==> src/rtl/core/plist_pkg.sv <==
// plist_pkg: shared types, codes and defaults for the positional list engine.
// No dependencies; every other file of the block except plist_ram imports it.
package plist_pkg;

  localparam int CAPACITY_DEF   = 32;
  localparam int DATA_WIDTH_DEF = 32;

  // command queue between front and back (depth is a power of two)
  localparam int CMDQ_DEPTH = 2;
  localparam int CMDQ_AW    = $clog2(CMDQ_DEPTH);
  localparam int CMDQ_CW    = $clog2(CMDQ_DEPTH + 1);

  // result queue (depth is a power of two)
  localparam int OUTQ_DEPTH = 4;
  localparam int OUTQ_AW    = $clog2(OUTQ_DEPTH);
  localparam int OUTQ_LW    = $clog2(OUTQ_DEPTH + 1);

  // request function codes
  localparam logic [2:0] FN_INS_FRONT = 3'd0;
  localparam logic [2:0] FN_INS_BACK  = 3'd1;
  localparam logic [2:0] FN_INS_POS   = 3'd2;
  localparam logic [2:0] FN_READ      = 3'd3;
  localparam logic [2:0] FN_DEL_FRONT = 3'd4;
  localparam logic [2:0] FN_DEL_BACK  = 3'd5;
  localparam logic [2:0] FN_DEL_POS   = 3'd6;
  localparam logic [2:0] FN_UNUSED    = 3'd7;

  // classified operations handed to the back end
  localparam logic [2:0] OP_INS_FRONT = 3'd0;
  localparam logic [2:0] OP_INS_BACK  = 3'd1;
  localparam logic [2:0] OP_INS_POS   = 3'd2;
  localparam logic [2:0] OP_READ      = 3'd3;
  localparam logic [2:0] OP_DEL_FRONT = 3'd4;
  localparam logic [2:0] OP_DEL_BACK  = 3'd5;
  localparam logic [2:0] OP_DEL_POS   = 3'd6;
  localparam logic [2:0] OP_BADPOS    = 3'd7;

  // result status codes
  localparam logic [1:0] ST_OK     = 2'd0;
  localparam logic [1:0] ST_EMPTY  = 2'd1;
  localparam logic [1:0] ST_BADPOS = 2'd2;
  localparam logic [1:0] ST_FULL   = 2'd3;

  typedef struct packed {
    logic [2:0]         func;
    logic [5:0]         position;
    logic signed [31:0] item_value;
  } req_t;

  typedef struct packed {
    logic [1:0]         status;
    logic signed [31:0] read_value;
    logic               final_flag;
  } res_t;

  typedef struct packed {
    logic [2:0]         op;
    logic [5:0]         position;
    logic signed [31:0] item_value;
  } cmd_t;

  typedef struct packed {
    logic valid;
    res_t data;
  } res_push_t;

endpackage

==> src/rtl/core/positional_list_engine.sv <==
// positional_list_engine: top level of the bounded ordered list of signed words.
// Depends on plist_pkg, plist_front, plist_outq, plist_back (and plist_ram).
//
//  channel   handshake       payload   beat accepted when
//  --------  --------------  --------  --------------------------
//  request   push / full     req_t     push && !full
//  result    empty / pop     res_t     pop && !empty
//
// Front/back inserts and deletes are done by the back end straight from its
// idle state once taken from the command queue. Positional ops shift the words
// through the RAM's one write and one read port. A read streams one element per cycle while the
// result queue drains. Reset (rst, synchronous) clears the count, head pointer,
// back-end state and queues; the element RAM is left as is. A held pop stalls
// the back end once the result queue fills; full then backs up the request side.
module positional_list_engine import plist_pkg::*; #(
  parameter int CAPACITY   = CAPACITY_DEF,
  parameter int DATA_WIDTH = DATA_WIDTH_DEF
) (
  input  logic clk,
  input  logic rst,
  input  logic push,
  output logic full,
  input  req_t request,
  output logic empty,
  input  logic pop,
  output res_t result
);

  // front -> back command handoff
  logic               cmd_valid;
  cmd_t               cmd;
  logic               cmd_take;

  // back -> result queue
  res_push_t          res_push;
  logic [OUTQ_LW-1:0] level;

  // classify beats; function code 7 is dropped here with no result
  plist_front u_front (
    .clk      (clk),
    .rst      (rst),
    .push     (push),
    .full     (full),
    .request  (request),
    .cmd_valid(cmd_valid),
    .cmd      (cmd),
    .cmd_take (cmd_take)
  );

  // list state lives here: head pointer, count, and the element RAM
  plist_back #(
    .CAPACITY  (CAPACITY),
    .DATA_WIDTH(DATA_WIDTH)
  ) u_back (
    .clk      (clk),
    .rst      (rst),
    .cmd_valid(cmd_valid),
    .cmd      (cmd),
    .cmd_take (cmd_take),
    .level    (level),
    .res_push (res_push)
  );

  // results wait here until popped
  plist_outq u_outq (
    .clk     (clk),
    .rst     (rst),
    .res_push(res_push),
    .pop     (pop),
    .empty   (empty),
    .result  (result),
    .level   (level)
  );

endmodule

==> src/rtl/core/plist_ram.sv <==
// plist_ram: generic single-write, single-read RAM with registered read data.
// No dependencies.
module plist_ram #(
  parameter int WIDTH = 32,
  parameter int DEPTH = 32
) (
  input  logic                                  clk,
  input  logic                                  we,
  input  logic [(DEPTH > 1 ? $clog2(DEPTH) : 1)-1:0] waddr,
  input  logic [WIDTH-1:0]                      wdata,
  input  logic [(DEPTH > 1 ? $clog2(DEPTH) : 1)-1:0] raddr,
  output logic [WIDTH-1:0]                      rdata
);

  logic [WIDTH-1:0] mem [DEPTH];

  always_ff @(posedge clk) begin
    if (we) begin
      mem[waddr] <= wdata;
    end
    rdata <= mem[raddr];
  end

endmodule

==> src/rtl/core/plist_front.sv <==
// plist_front: accepts request beats, classifies them and queues commands.
// Depends on plist_pkg.
module plist_front import plist_pkg::*; (
  input  logic clk,
  input  logic rst,
  input  logic push,
  output logic full,
  input  req_t request,
  output logic cmd_valid,
  output cmd_t cmd,
  input  logic cmd_take
);

  cmd_t               q [CMDQ_DEPTH];
  logic [CMDQ_AW-1:0] wp;
  logic [CMDQ_AW-1:0] rp;
  logic [CMDQ_CW-1:0] cnt;
  cmd_t               cls;
  logic               keep;
  logic               enq;
  logic               deq;

  // for positional ops, position 1 folds into the front ops, position 0 is always bad
  always_comb begin
    cls.position   = request.position;
    cls.item_value = request.item_value;
    cls.op         = OP_BADPOS;
    keep           = 1'b1;
    unique case (request.func)
      FN_INS_FRONT: cls.op = OP_INS_FRONT;
      FN_INS_BACK:  cls.op = OP_INS_BACK;
      FN_INS_POS: begin
        if (request.position == 6'd0) cls.op = OP_BADPOS;
        else if (request.position == 6'd1) cls.op = OP_INS_FRONT;
        else cls.op = OP_INS_POS;
      end
      FN_READ:      cls.op = OP_READ;
      FN_DEL_FRONT: cls.op = OP_DEL_FRONT;
      FN_DEL_BACK:  cls.op = OP_DEL_BACK;
      FN_DEL_POS: begin
        if (request.position == 6'd0) cls.op = OP_BADPOS;
        else if (request.position == 6'd1) cls.op = OP_DEL_FRONT;
        else cls.op = OP_DEL_POS;
      end
      FN_UNUSED:    keep = 1'b0;
      default:      keep = 1'b0;
    endcase
  end

  assign full      = (cnt == CMDQ_CW'(CMDQ_DEPTH));
  assign enq       = push && !full && keep;
  assign cmd_valid = (cnt != '0);
  assign deq       = cmd_take && cmd_valid;
  assign cmd       = q[rp];

  always_ff @(posedge clk) begin
    if (rst) begin
      wp  <= '0;
      rp  <= '0;
      cnt <= '0;
    end else begin
      if (enq) wp <= wp + CMDQ_AW'(1);
      if (deq) rp <= rp + CMDQ_AW'(1);
      if (enq && !deq) cnt <= cnt + CMDQ_CW'(1);
      else if (deq && !enq) cnt <= cnt - CMDQ_CW'(1);
    end
  end

  always_ff @(posedge clk) begin
    if (enq) q[wp] <= cls;
  end

endmodule

==> src/rtl/core/plist_outq.sv <==
// plist_outq: result queue that decouples the back end from the consumer.
// Depends on plist_pkg.
module plist_outq import plist_pkg::*; (
  input  logic               clk,
  input  logic               rst,
  input  res_push_t          res_push,
  input  logic               pop,
  output logic               empty,
  output res_t               result,
  output logic [OUTQ_LW-1:0] level
);

  res_t               q [OUTQ_DEPTH];
  logic [OUTQ_AW-1:0] wp;
  logic [OUTQ_AW-1:0] rp;
  logic               deq;

  // back end only pushes when it has checked for room
  assign empty  = (level == '0);
  assign deq    = pop && !empty;
  assign result = q[rp];

  always_ff @(posedge clk) begin
    if (rst) begin
      wp    <= '0;
      rp    <= '0;
      level <= '0;
    end else begin
      if (res_push.valid) wp <= wp + OUTQ_AW'(1);
      if (deq) rp <= rp + OUTQ_AW'(1);
      if (res_push.valid && !deq) level <= level + OUTQ_LW'(1);
      else if (deq && !res_push.valid) level <= level - OUTQ_LW'(1);
    end
  end

  always_ff @(posedge clk) begin
    if (res_push.valid) q[wp] <= res_push.data;
  end

endmodule

==> src/rtl/core/plist_back.sv <==
// plist_back: executes list commands on a circular buffer held in plist_ram.
// Depends on plist_pkg and plist_ram.
module plist_back import plist_pkg::*; #(
  parameter int CAPACITY   = CAPACITY_DEF,
  parameter int DATA_WIDTH = DATA_WIDTH_DEF
) (
  input  logic               clk,
  input  logic               rst,
  input  logic               cmd_valid,
  input  cmd_t               cmd,
  output logic               cmd_take,
  input  logic [OUTQ_LW-1:0] level,
  output res_push_t          res_push
);

  localparam int AW   = (CAPACITY > 1) ? $clog2(CAPACITY) : 1;
  localparam int CW   = $clog2(CAPACITY + 1);
  localparam int SW   = CW + 1;
  localparam int CMPW = ((CW > 6) ? CW : 6) + 1;
  localparam logic [CW-1:0] CAP_C = CW'(CAPACITY);

  localparam logic [1:0] S_IDLE  = 2'd0;
  localparam logic [1:0] S_SHIFT = 2'd1;
  localparam logic [1:0] S_READ  = 2'd2;

  // logical index -> physical address, offset from head with one wrap
  function automatic logic [AW-1:0] phys(input logic [AW-1:0] h, input logic [CW-1:0] l);
    logic [SW-1:0] s;
    s = SW'(h) + SW'(l);
    if (s >= SW'(CAPACITY)) s = s - SW'(CAPACITY);
    return s[AW-1:0];
  endfunction

  logic [1:0]            state, state_next;
  logic [AW-1:0]         head, head_next;
  logic [CW-1:0]         count, count_next;
  logic [CW-1:0]         left, left_next;
  logic                  pend, pend_next;
  logic [CW-1:0]         cur, cur_next;
  logic [CW-1:0]         pend_tgt, pend_tgt_next;
  logic                  pend_last, pend_last_next;
  logic                  shift_ins, shift_ins_next;
  logic [CW-1:0]         slot, slot_next;
  logic [DATA_WIDTH-1:0] word, word_next;

  logic                  we;
  logic [AW-1:0]         waddr;
  logic [DATA_WIDTH-1:0] wdata;
  logic [AW-1:0]         raddr;
  logic [DATA_WIDTH-1:0] rdata;

  logic signed [31:0]         in_val;
  logic signed [63:0]         in_wide;
  logic [DATA_WIDTH-1:0]      word_w;
  logic signed [DATA_WIDTH-1:0] rd_s;
  logic signed [63:0]         rd_wide;
  logic [CMPW-1:0]            pos_x;
  logic [CMPW-1:0]            cnt_x;
  logic [CW-1:0]              slot_c;
  logic [AW-1:0]              head_dec;
  logic [AW-1:0]              head_inc;
  logic                       is_full;
  logic [OUTQ_LW:0]           credit;

  plist_ram #(
    .WIDTH(DATA_WIDTH),
    .DEPTH(CAPACITY)
  ) u_ram (
    .clk  (clk),
    .we   (we),
    .waddr(waddr),
    .wdata(wdata),
    .raddr(raddr),
    .rdata(rdata)
  );

  always_comb begin
    in_val   = cmd.item_value;
    in_wide  = 64'(in_val);
    word_w   = in_wide[DATA_WIDTH-1:0];
    rd_s     = rdata;
    rd_wide  = 64'(rd_s);
    pos_x    = CMPW'(cmd.position);
    cnt_x    = CMPW'(count);
    slot_c   = CW'(pos_x - CMPW'(1));
    head_dec = (head == '0) ? AW'(CAPACITY - 1) : head - AW'(1);
    head_inc = (head == AW'(CAPACITY - 1)) ? '0 : head + AW'(1);
    is_full  = (count == CAP_C);
    credit   = (OUTQ_LW + 1)'(level) + (OUTQ_LW + 1)'(pend);
  end

  always_comb begin
    state_next     = state;
    head_next      = head;
    count_next     = count;
    left_next      = left;
    pend_next      = pend;
    cur_next       = cur;
    pend_tgt_next  = pend_tgt;
    pend_last_next = pend_last;
    shift_ins_next = shift_ins;
    slot_next      = slot;
    word_next      = word;
    we             = 1'b0;
    waddr          = phys(head, count);
    wdata          = word_w;
    raddr          = phys(head, cur);
    cmd_take       = 1'b0;
    res_push.valid           = 1'b0;
    res_push.data.status     = ST_OK;
    res_push.data.read_value = '0;
    res_push.data.final_flag = 1'b1;

    unique case (state)
      S_IDLE: begin
        if (cmd_valid && (level < OUTQ_LW'(OUTQ_DEPTH))) begin
          cmd_take       = 1'b1;
          res_push.valid = 1'b1;
          unique case (cmd.op)
            OP_INS_FRONT: begin
              if (is_full) begin
                res_push.data.status = ST_FULL;
              end else begin
                we         = 1'b1;
                waddr      = head_dec;
                head_next  = head_dec;
                count_next = count + CW'(1);
              end
            end
            OP_INS_BACK: begin
              if (is_full) begin
                res_push.data.status = ST_FULL;
              end else begin
                we         = 1'b1;
                count_next = count + CW'(1);
              end
            end
            OP_INS_POS: begin
              if (pos_x > cnt_x + CMPW'(1)) begin
                res_push.data.status = ST_BADPOS;
              end else if (is_full) begin
                res_push.data.status = ST_FULL;
              end else if (pos_x == cnt_x + CMPW'(1)) begin
                we         = 1'b1;
                count_next = count + CW'(1);
              end else begin
                res_push.valid = 1'b0;
                state_next     = S_SHIFT;
                shift_ins_next = 1'b1;
                cur_next       = count - CW'(1);
                left_next      = count - slot_c;
                slot_next      = slot_c;
                word_next      = word_w;
              end
            end
            OP_READ: begin
              if (count == '0) begin
                res_push.data.status = ST_EMPTY;
              end else begin
                res_push.valid = 1'b0;
                state_next     = S_READ;
                cur_next       = '0;
                left_next      = count;
              end
            end
            OP_DEL_FRONT: begin
              if (count == '0) begin
                res_push.data.status = ST_EMPTY;
              end else begin
                head_next  = head_inc;
                count_next = count - CW'(1);
              end
            end
            OP_DEL_BACK: begin
              if (count == '0) begin
                res_push.data.status = ST_EMPTY;
              end else begin
                count_next = count - CW'(1);
              end
            end
            OP_DEL_POS: begin
              if (pos_x > cnt_x) begin
                res_push.data.status = ST_BADPOS;
              end else if (pos_x == cnt_x) begin
                count_next = count - CW'(1);
              end else begin
                res_push.valid = 1'b0;
                state_next     = S_SHIFT;
                shift_ins_next = 1'b0;
                cur_next       = CW'(pos_x);
                left_next      = count - CW'(pos_x);
              end
            end
            OP_BADPOS: res_push.data.status = ST_BADPOS;
            default:   res_push.data.status = ST_BADPOS;
          endcase
        end
      end

      S_SHIFT: begin
        // read one word per cycle, write it one slot over the next cycle
        if (pend) begin
          we    = 1'b1;
          waddr = phys(head, pend_tgt);
          wdata = rdata;
        end
        if (left != '0) begin
          pend_next     = 1'b1;
          pend_tgt_next = shift_ins ? cur + CW'(1) : cur - CW'(1);
          cur_next      = shift_ins ? cur - CW'(1) : cur + CW'(1);
          left_next     = left - CW'(1);
        end else begin
          pend_next = 1'b0;
          if (!pend) begin
            if (shift_ins) begin
              we         = 1'b1;
              waddr      = phys(head, slot);
              wdata      = word;
              count_next = count + CW'(1);
            end else begin
              count_next = count - CW'(1);
            end
            res_push.valid = 1'b1;
            state_next     = S_IDLE;
          end
        end
      end

      S_READ: begin
        if (pend) begin
          res_push.valid           = 1'b1;
          res_push.data.read_value = rd_wide[31:0];
          res_push.data.final_flag = pend_last;
        end
        // issue only while the result queue can absorb the word in flight
        if ((left != '0) && (credit < (OUTQ_LW + 1)'(OUTQ_DEPTH))) begin
          pend_next      = 1'b1;
          pend_last_next = (left == CW'(1));
          cur_next       = cur + CW'(1);
          left_next      = left - CW'(1);
        end else begin
          pend_next = 1'b0;
        end
        if (left == '0) state_next = S_IDLE;
      end

      default: state_next = S_IDLE;
    endcase
  end

  always_ff @(posedge clk) begin
    if (rst) begin
      state <= S_IDLE;
      head  <= '0;
      count <= '0;
      left  <= '0;
      pend  <= 1'b0;
    end else begin
      state <= state_next;
      head  <= head_next;
      count <= count_next;
      left  <= left_next;
      pend  <= pend_next;
    end
  end

  always_ff @(posedge clk) begin
    cur       <= cur_next;
    pend_tgt  <= pend_tgt_next;
    pend_last <= pend_last_next;
    shift_ins <= shift_ins_next;
    slot      <= slot_next;
    word      <= word_next;
  end

endmodule

==> config.mk <==
export PLATFORM = sky130hd
export DESIGN_NAME = positional_list_engine
export DESIGN_NICKNAME = d
export VERILOG_FILES = /design/src/rtl/core/plist_pkg.sv /design/src/rtl/core/positional_list_engine.sv /design/src/rtl/core/plist_ram.sv /design/src/rtl/core/plist_front.sv /design/src/rtl/core/plist_outq.sv /design/src/rtl/core/plist_back.sv
export SDC_FILE = /design/constraint.sdc
export NUM_CORES = 1
export LEC_CHECK = 0
export BUFFER_PORTS_ARGS = -buffer_cell sky130_fd_sc_hd__buf_2
export CAP_MARGIN = 30
export CORE_MARGIN = 2
export CORE_UTILIZATION = 40
export DETAILED_ROUTE_END_ITERATION = 8
export GPL_TIMING_DRIVEN = 0
export PLACE_DENSITY = 0.62
export SLEW_MARGIN = 10
export SYNTH_ARGS = -nofsm -noshare
export SYNTH_HDL_FRONTEND = slang
export SYNTH_SLANG_ARGS = --single-unit
==> constraint.sdc <==
create_clock -name clk -period 10.48 [get_ports clk]
set_input_delay 1.572 -clock clk [delete_from_list [all_inputs] [get_ports clk]]
set_output_delay 1.572 -clock clk [all_outputs]
set_load 0.01 [all_outputs]
==> results.sh, run 1 <==
export IMPL_status="complete, no violations"
export IMPL_finalHoldViolations=0
export IMPL_timing_hold_ws_ps=515
export IMPL_drcViolationCount=0
export IMPL_core_area_sq_um=136000
export IMPL_final_common_cell="edfxtp_1"
export IMPL_routedWlPerCell_um=26.2
export IMPL_grt_overflow_total=0
export IMPL_layout_common_cells="edfxtp_1 (1,295), nand2_1 (333), mux4_2 (291)"
export IMPL_avgViaCountPerCell=5.66
export IMPL_grt_pass1_vias=29800
export IMPL_synth_async_reset_ratio_pct=0
export IMPL_syn_avg_cell_area_sq_um=17.9
export IMPL_synthesis_area_sq_um=54800
export IMPL_start_util_pct=40.4
export IMPL_synth_edf_count=1295
export IMPL_cts_buffer_depth=3
export IMPL_vias=30300
export IMPL_leakage_nw=21.5
export IMPL_ant_nets=0
export IMPL_layout_min_cycle_time_ps=5810
export IMPL_layout_cells_non_filler=5360
export IMPL_clk_pin_slew_ps=60
export IMPL_dieHeight_um=374
export IMPL_final_layout_size_suffix_gt1_share_pct=25.1
export IMPL_min_path_type="flip-flop to flip-flop"
export IMPL_p_per_area_nw_per_um2=343
export IMPL_grt_max_degree=33
export IMPL_dp_hpwl_um=98800
export IMPL_rsz0062_at_grt="false"
export IMPL_worst_pin_slew_ps=1020
export IMPL_nets=3568
export IMPL_drt_pass1_iterations=5
export IMPL_area_growth_pct=18.4
export IMPL_worst_path_max_fanout=10
export IMPL_pin_count=82
export IMPL_synth_nets=3168
export IMPL_post_cts_buffers=0
export IMPL_maxSlewHeadroom_pct=32.2
export IMPL_port_buffers=81
export IMPL_placedInstanceArea_sq_um=60200
export IMPL_die_area_sq_um=140000
export IMPL_cts_tree="built"
export IMPL_ctsHoldBuffers=0
export IMPL_syn_inst=3063
export IMPL_crit_required_ps=10940
export IMPL_maxCapViolCount=0
export IMPL_postCtsResizedCells=0
export IMPL_grt_pass1_wl_um=204000
export IMPL_cts_root_buf="clkbuf_16"
export IMPL_synth_ff_type="edfxtp_1"
export IMPL_peakVddDrop_mv=0.194
export IMPL_htreeDepth=4
export IMPL_antenna_found_initial=6
export IMPL_grt_total_usage_pct=19.9
export IMPL_clock_latency_ps=770
export IMPL_drv_slew=0
export IMPL_yosysWarnings=0
export IMPL_yosysTopAreaCellShare_pct=70.9
export IMPL_fmax_mhz=172
export IMPL_cts_buffers=140
export IMPL_synth_largest_area_cell="edfxtp_1"
export IMPL_dp_cells=5088
export IMPL_routabilityCongestion=0.852
export IMPL_wl_um=140000
export IMPL_die_w_um=374
export IMPL_fin_tns_setup_ps=0
export IMPL_worstPathArrival_ps=6270
export IMPL_design_area_sq_um=64900
export IMPL_yosys_register_bits=1361
export IMPL_skew_ps=29.4
export IMPL_ys_top_cells_by_area="edfxtp_1 (71%), mux4_2 (12%), dfxtp_1 (2.4%), nand2_1 (2.3%), nand3_1 (1.6%)"
export IMPL_finalSetupViolations=0
export IMPL_first_iter_violations=3450
export IMPL_startpoint_type="flip-flop"
export IMPL_cts_sinks=1361
export IMPL_ys_seq_area_share_pct=73.3
export IMPL_end_kind="flip-flop"
export IMPL_rows=135
export IMPL_worstSetupPathType="flip-flop to flip-flop"
export IMPL_synthDistinctLibCells=81
export IMPL_fin_crit_sh_pct=55.4
[cell type report]
class | instances | area (sq um)
Fill cell | 11200 | 70900
Sequential cell | 1361 | 40200
Multi-Input combinational cell | 1494 | 14400
Clock buffer | 182 | 3780
Timing Repair Buffer | 258 | 2720
Tap cell | 1781 | 2230
Clock inverter | 75 | 761
Buffer | 168 | 671
Inverter | 40 | 150
Antenna cell | 1 | 2.50
[flip-flops by register name, summed over array words and instances, names as in the netlist, named ones only]
name,cells
u_back.count,6
u_back.cur,5
u_back.head,5
u_back.left,6
u_back.pend,1
u_back.pend_last,1
u_back.pend_tgt,5
u_back.shift_ins,1
u_back.slot,5
u_back.state,2
u_back.u_ram.mem,1024
u_back.u_ram.rdata,32
u_back.word,32
u_front.cnt,2
u_front.q,82
u_front.rp,1
u_front.wp,1
u_outq.level,3
u_outq.q,140
u_outq.rp,2
u_outq.wp,2
[logic make-up (layout without fill, tap and decap cells)]
kind of cell / count (synthesis) / after routing / synth area share [%]
flops: 1361 / 1361 / 73.3
mux: 349 / 349 / 13.1
simple gates: 726 / 726 / 6.15
fa+ha+maj: 60 / 60 / 1.46
compound gates: 306 / 306 / 3.60
buf+inv: 208 / 723 / 1.50
other cells: 0 / 1 / 0
xor+xnor: 53 / 53 / 0.846
[worst paths after layout]
check	from	end	slack (ps)	cells past startpoint
max	flip-flop	u_back.u_ram.mem[23][15]	4670	15
min	u_outq.rp[1]	u_outq.rp[1]	520	2
max reg2reg	flip-flop	u_back.u_ram.mem[23][15]	4670	15
min reg2reg	u_outq.rp[1]	u_outq.rp[1]	520	2
[per-stage QoR]
stage | total power, W | util (%) | setup WS, ps
finish | 0.0222 | 47.8 | 4670
global route | 0.0232 | 47.8 | 4370
CTS | 0.0222 | 47.7 | 4580
detailed placement | 0.0173 | 44.3 | 4610
global placement | 0.0165 | 42.3 | 1180
floorplan | 0.0132 | - | 5010
[Yosys cell counts, drive strengths merged, types with 21 or more instances]
master / count
inv: 39
xnor2: 32
ha: 53
mux2: 39
dfxtp: 66
nor3: 55
o22ai: 67
clkbuf: 110
and3: 39
buf: 58
nor2: 57
mux4: 291
o21ai: 58
nand2: 333
nand3: 176
edfxtp: 1295
a21oi: 86
xor2: 21
[critical path: stages, from the launching register on]
cell and delay (ps):
dfxtp_1 390, buf_4 230, buf_2 410, mux2i_1 610, inv_1 140, ha_1 330, nand4_1 110, nor2_1 260
a41oi_1 260, o21a_1 240, a31oi_1 570, nand2_1 430, nor3_2 740, buf_4 340, buf_4 230, buf_4 190
[power by group]
| group | internal [W] | leakage [nW] | switching [W] | total, W |
|---|---|---|---|---|
| clock network | 0.00284 | 2.20 | 0.00208 | 0.00492 |
| logic | 0.00343 | 7.12 | 0.00614 | 0.00957 |
| registers | 0.00749 | 12.2 | 0.000260 | 0.00775 |
| total | 0.0138 | 21.5 | 0.00848 | 0.0222 |
[routing by layer]
metal	vias up	track usage, %	part of all wire [%]
met4	4	6.82	3.2
li1	13100	-	-
met3	212	3.64	7.6
met2	1243	31.3	47
met1	15800	28.1	42
met5	-	0	0.019
No activity file was read; power rests on OpenSTA's default activity.
==> run 2: changes to the inputs <==
clock period = 5.4 ns   (was 10.48 ns; I/O delays follow)
==> run 2 against run 1 <==
First-iteration DRC count rose by 5.0%. Non-clock buffer count rose by 2. Design area rose by 0.15%. Final cell count barely moved. Wire length fell by 0.13%. Largest cell class unchanged. Largest power group unchanged.
==> results.sh, run 2 (synthesized netlist as in run 1, its figures left out) <==
export IMPL_p_int_w=0.0267
export IMPL_avgViaCountPerCell=5.65
export IMPL_cp_cell_sequence="buf_4, buf_2, mux2i_4, inv_1, ha_1, nand4_1, nor2_1, a41oi_1, o21ai_0, nand4_1, or3b_1, nor3_4, buf_8, buf_8"
export IMPL_maxCapViolCount=0
export IMPL_cts_root_buf="clkbuf_16"
export IMPL_startpoint_type="flip-flop"
export IMPL_seqPwrFrac_pct=34.8
export IMPL_clk_pin_slew_ps=60
export IMPL_cp_num_buf_inv=5
export IMPL_dp_hpwl_um=98800
export IMPL_nets=3570
export IMPL_layout_common_cells="edfxtp_1 (1,295), nand2_1 (333), mux4_2 (291)"
export IMPL_rows=135
export IMPL_clock_latency_ps=770
export IMPL_peakVddDrop_mv=0.375
export IMPL_drv_slew=0
export IMPL_leakage_nw=21.6
export IMPL_layout_min_cycle_time_ps=5240
export IMPL_antenna_found_initial=7
export IMPL_dp_cells=5088
export IMPL_holdCritStartpoint="request[22]"
export IMPL_combPwrFrac_pct=43.1
export IMPL_port_buffers=81
export IMPL_die_area_sq_um=140000
export IMPL_cp_top_family="simple AND/OR/NAND/NOR gates"
export IMPL_cts_sinks=1361
export IMPL_clkPwrFrac_pct=22.1
export IMPL_skew_ps=30.9
export IMPL_p_per_area_nw_per_um2=665
export IMPL_drt_pass1_iterations=5
export IMPL_grt_pass1_wl_um=204000
export IMPL_die_w_um=374
export IMPL_ctsHoldBuffers=0
export IMPL_grt_busiest_layer="met2"
export IMPL_cts_buffer_depth=3
export IMPL_p_sw_w=0.0165
export IMPL_grt_total_usage_pct=20.0
export IMPL_maxSlewHeadroom_pct=30.6
export IMPL_worst_pin_slew_ps=1040
export IMPL_layout_cells_non_filler=5363
export IMPL_vias=30300
export IMPL_status="complete, no violations"
export IMPL_cts_tree="built"
export IMPL_final_common_cell="edfxtp_1"
export IMPL_routabilityCongestion=0.852
export IMPL_slowest_stage="or3b_1"
export IMPL_fmax_mhz=191
export IMPL_min_path_type="input port to flip-flop"
export IMPL_cp_slowest_stage_delay_ps=650
export IMPL_finalHoldViolations=0
export IMPL_use_met1_pct=28.1
export IMPL_start_util_pct=40.4
export IMPL_area_growth_pct=18.5
export IMPL_grt_pass1_vias=29800
export IMPL_largest_reg_flops=1024
export IMPL_worstSetupPathType="flip-flop to flip-flop"
export IMPL_p_sw_share_pct=38.2
export IMPL_pin_count=82
export IMPL_grt_util_met2_pct=31.3
export IMPL_dieHeight_um=374
export IMPL_grt_max_degree=33
export IMPL_met3_usage_pct=3.61
export IMPL_drcViolationCount=0
export IMPL_fin_crit_sh_pct=97.0
export IMPL_rsz0062_at_grt="false"
export IMPL_fillCellCount=11200
export IMPL_finalSetupViolations=0
export IMPL_cts_buffers=140
export IMPL_grt_overflow_total=0
export IMPL_end_kind="flip-flop"
export IMPL_first_iter_violations=3622
export IMPL_ant_nets=0
export IMPL_htreeDepth=4
export IMPL_routedWlPerCell_um=26.2
export IMPL_reg_largest_list="u_back.u_ram.mem: 1024 flops, u_outq.q: 140 flops, u_front.q: 82 flops"
export IMPL_worstPathArrival_ps=5680
export IMPL_wl_um=140000
export IMPL_final_core_util_pct=47.9
export IMPL_worst_path_max_fanout=15
export IMPL_largest_register="u_back.u_ram.mem"
export IMPL_final_layout_size_suffix_gt1_share_pct=25.3
export IMPL_core_area_sq_um=136000
export IMPL_crit_required_ps=5840
## run 2: cell types whose count changed in the layout (fill, tap and decap cells not counted)
cell / delta
nor3_4: +9
diode_2: +1
nand2b_2: +1
nor3_2: -9
mux2i_4: +1
a31oi_1: -1
a31oi_2: +1
mux2i_2: +1
mux2i_1: -2
nand2b_1: -1
buf_4: +2
## run 2: final cells by class
| cell class | instances | area (sq um) | area share (%) |
|---|---|---|---|
| Sequential cell | 1361 | 40200 | 61.9 |
| Multi-Input combinational cell | 1494 | 14500 | 22.3 |
| Clock buffer | 182 | 3780 | 5.81 |
| Timing Repair Buffer | 260 | 2730 | 4.20 |
| Tap cell | 1781 | 2230 | 3.43 |
| Clock inverter | 75 | 761 | 1.17 |
| Buffer | 168 | 671 | 1.03 |
| Inverter | 40 | 150 | 0.231 |
| Antenna cell | 2 | 5.00 | 0.00770 |
## run 2: power groups by stage
stage | Sequential, W | Clock, W | Combinational (W)
5_1_grt | 0.0151 | 0.0101 | 0.0199
2_1_floorplan | 0.0151 | 0 | 0.0106
4_1_cts | 0.0150 | 0.00969 | 0.0184
6_report | 0.0150 | 0.00954 | 0.0186
3_3_place_gp | 0.0155 | 0 | 0.0165
3_5_place_dp | 0.0152 | 0 | 0.0184
## run 2: what timing repair did
| action | in CTS | in global routing |
|---|---|---|
| endpoints found under the setup margin | 211 | 135 |
| gates cloned | 0 | 0 |
| buffers inserted | 0 | 2 |
| pin swaps | 1 | 2 |
| resized for setup | 5 | 9 |
## run 2: worst paths after layout
check	endpoint	slack, ps	depth (start not counted)
max	u_back.u_ram.mem[1][7]	160	14
min	u_front.q[0][22]	240	1
max reg2reg	u_back.u_ram.mem[1][7]	160	14
min reg2reg	u_outq.rp[1]	520	2
## run 2: stage by stage
| step | hold slack, ps | setup TNS (ps) | cell area, sq um | total power [W] | worst slack, ps |
|---|---|---|---|---|---|
| 2_1_floorplan | 480 | -4740 | 54800 | 0.0256 | -74.1 |
| 3_3_place_gp | 495 | -3140870 | 57500 | 0.0321 | -3900 |
| 3_5_place_dp | 504 | -26900 | 60200 | 0.0336 | -469 |
| 4_1_cts | 175 | -130 | 64800 | 0.0432 | -18.4 |
| 5_1_grt | 203 | 0 | 65000 | 0.0451 | 6.02 |
| 6_report | 236 | 0 | 65000 | 0.0432 | 162 |
## run 2: routing by layer
metal / part of all wire (%) / vias up / wire length [um]
li1: - / 13100 / -
met5: 0.023 / - / 32
met4: 3.2 / 4 / 4560
met1: 42 / 15700 / 58500
met2: 47 / 1302 / 66000
met3: 8.0 / 216 / 11200
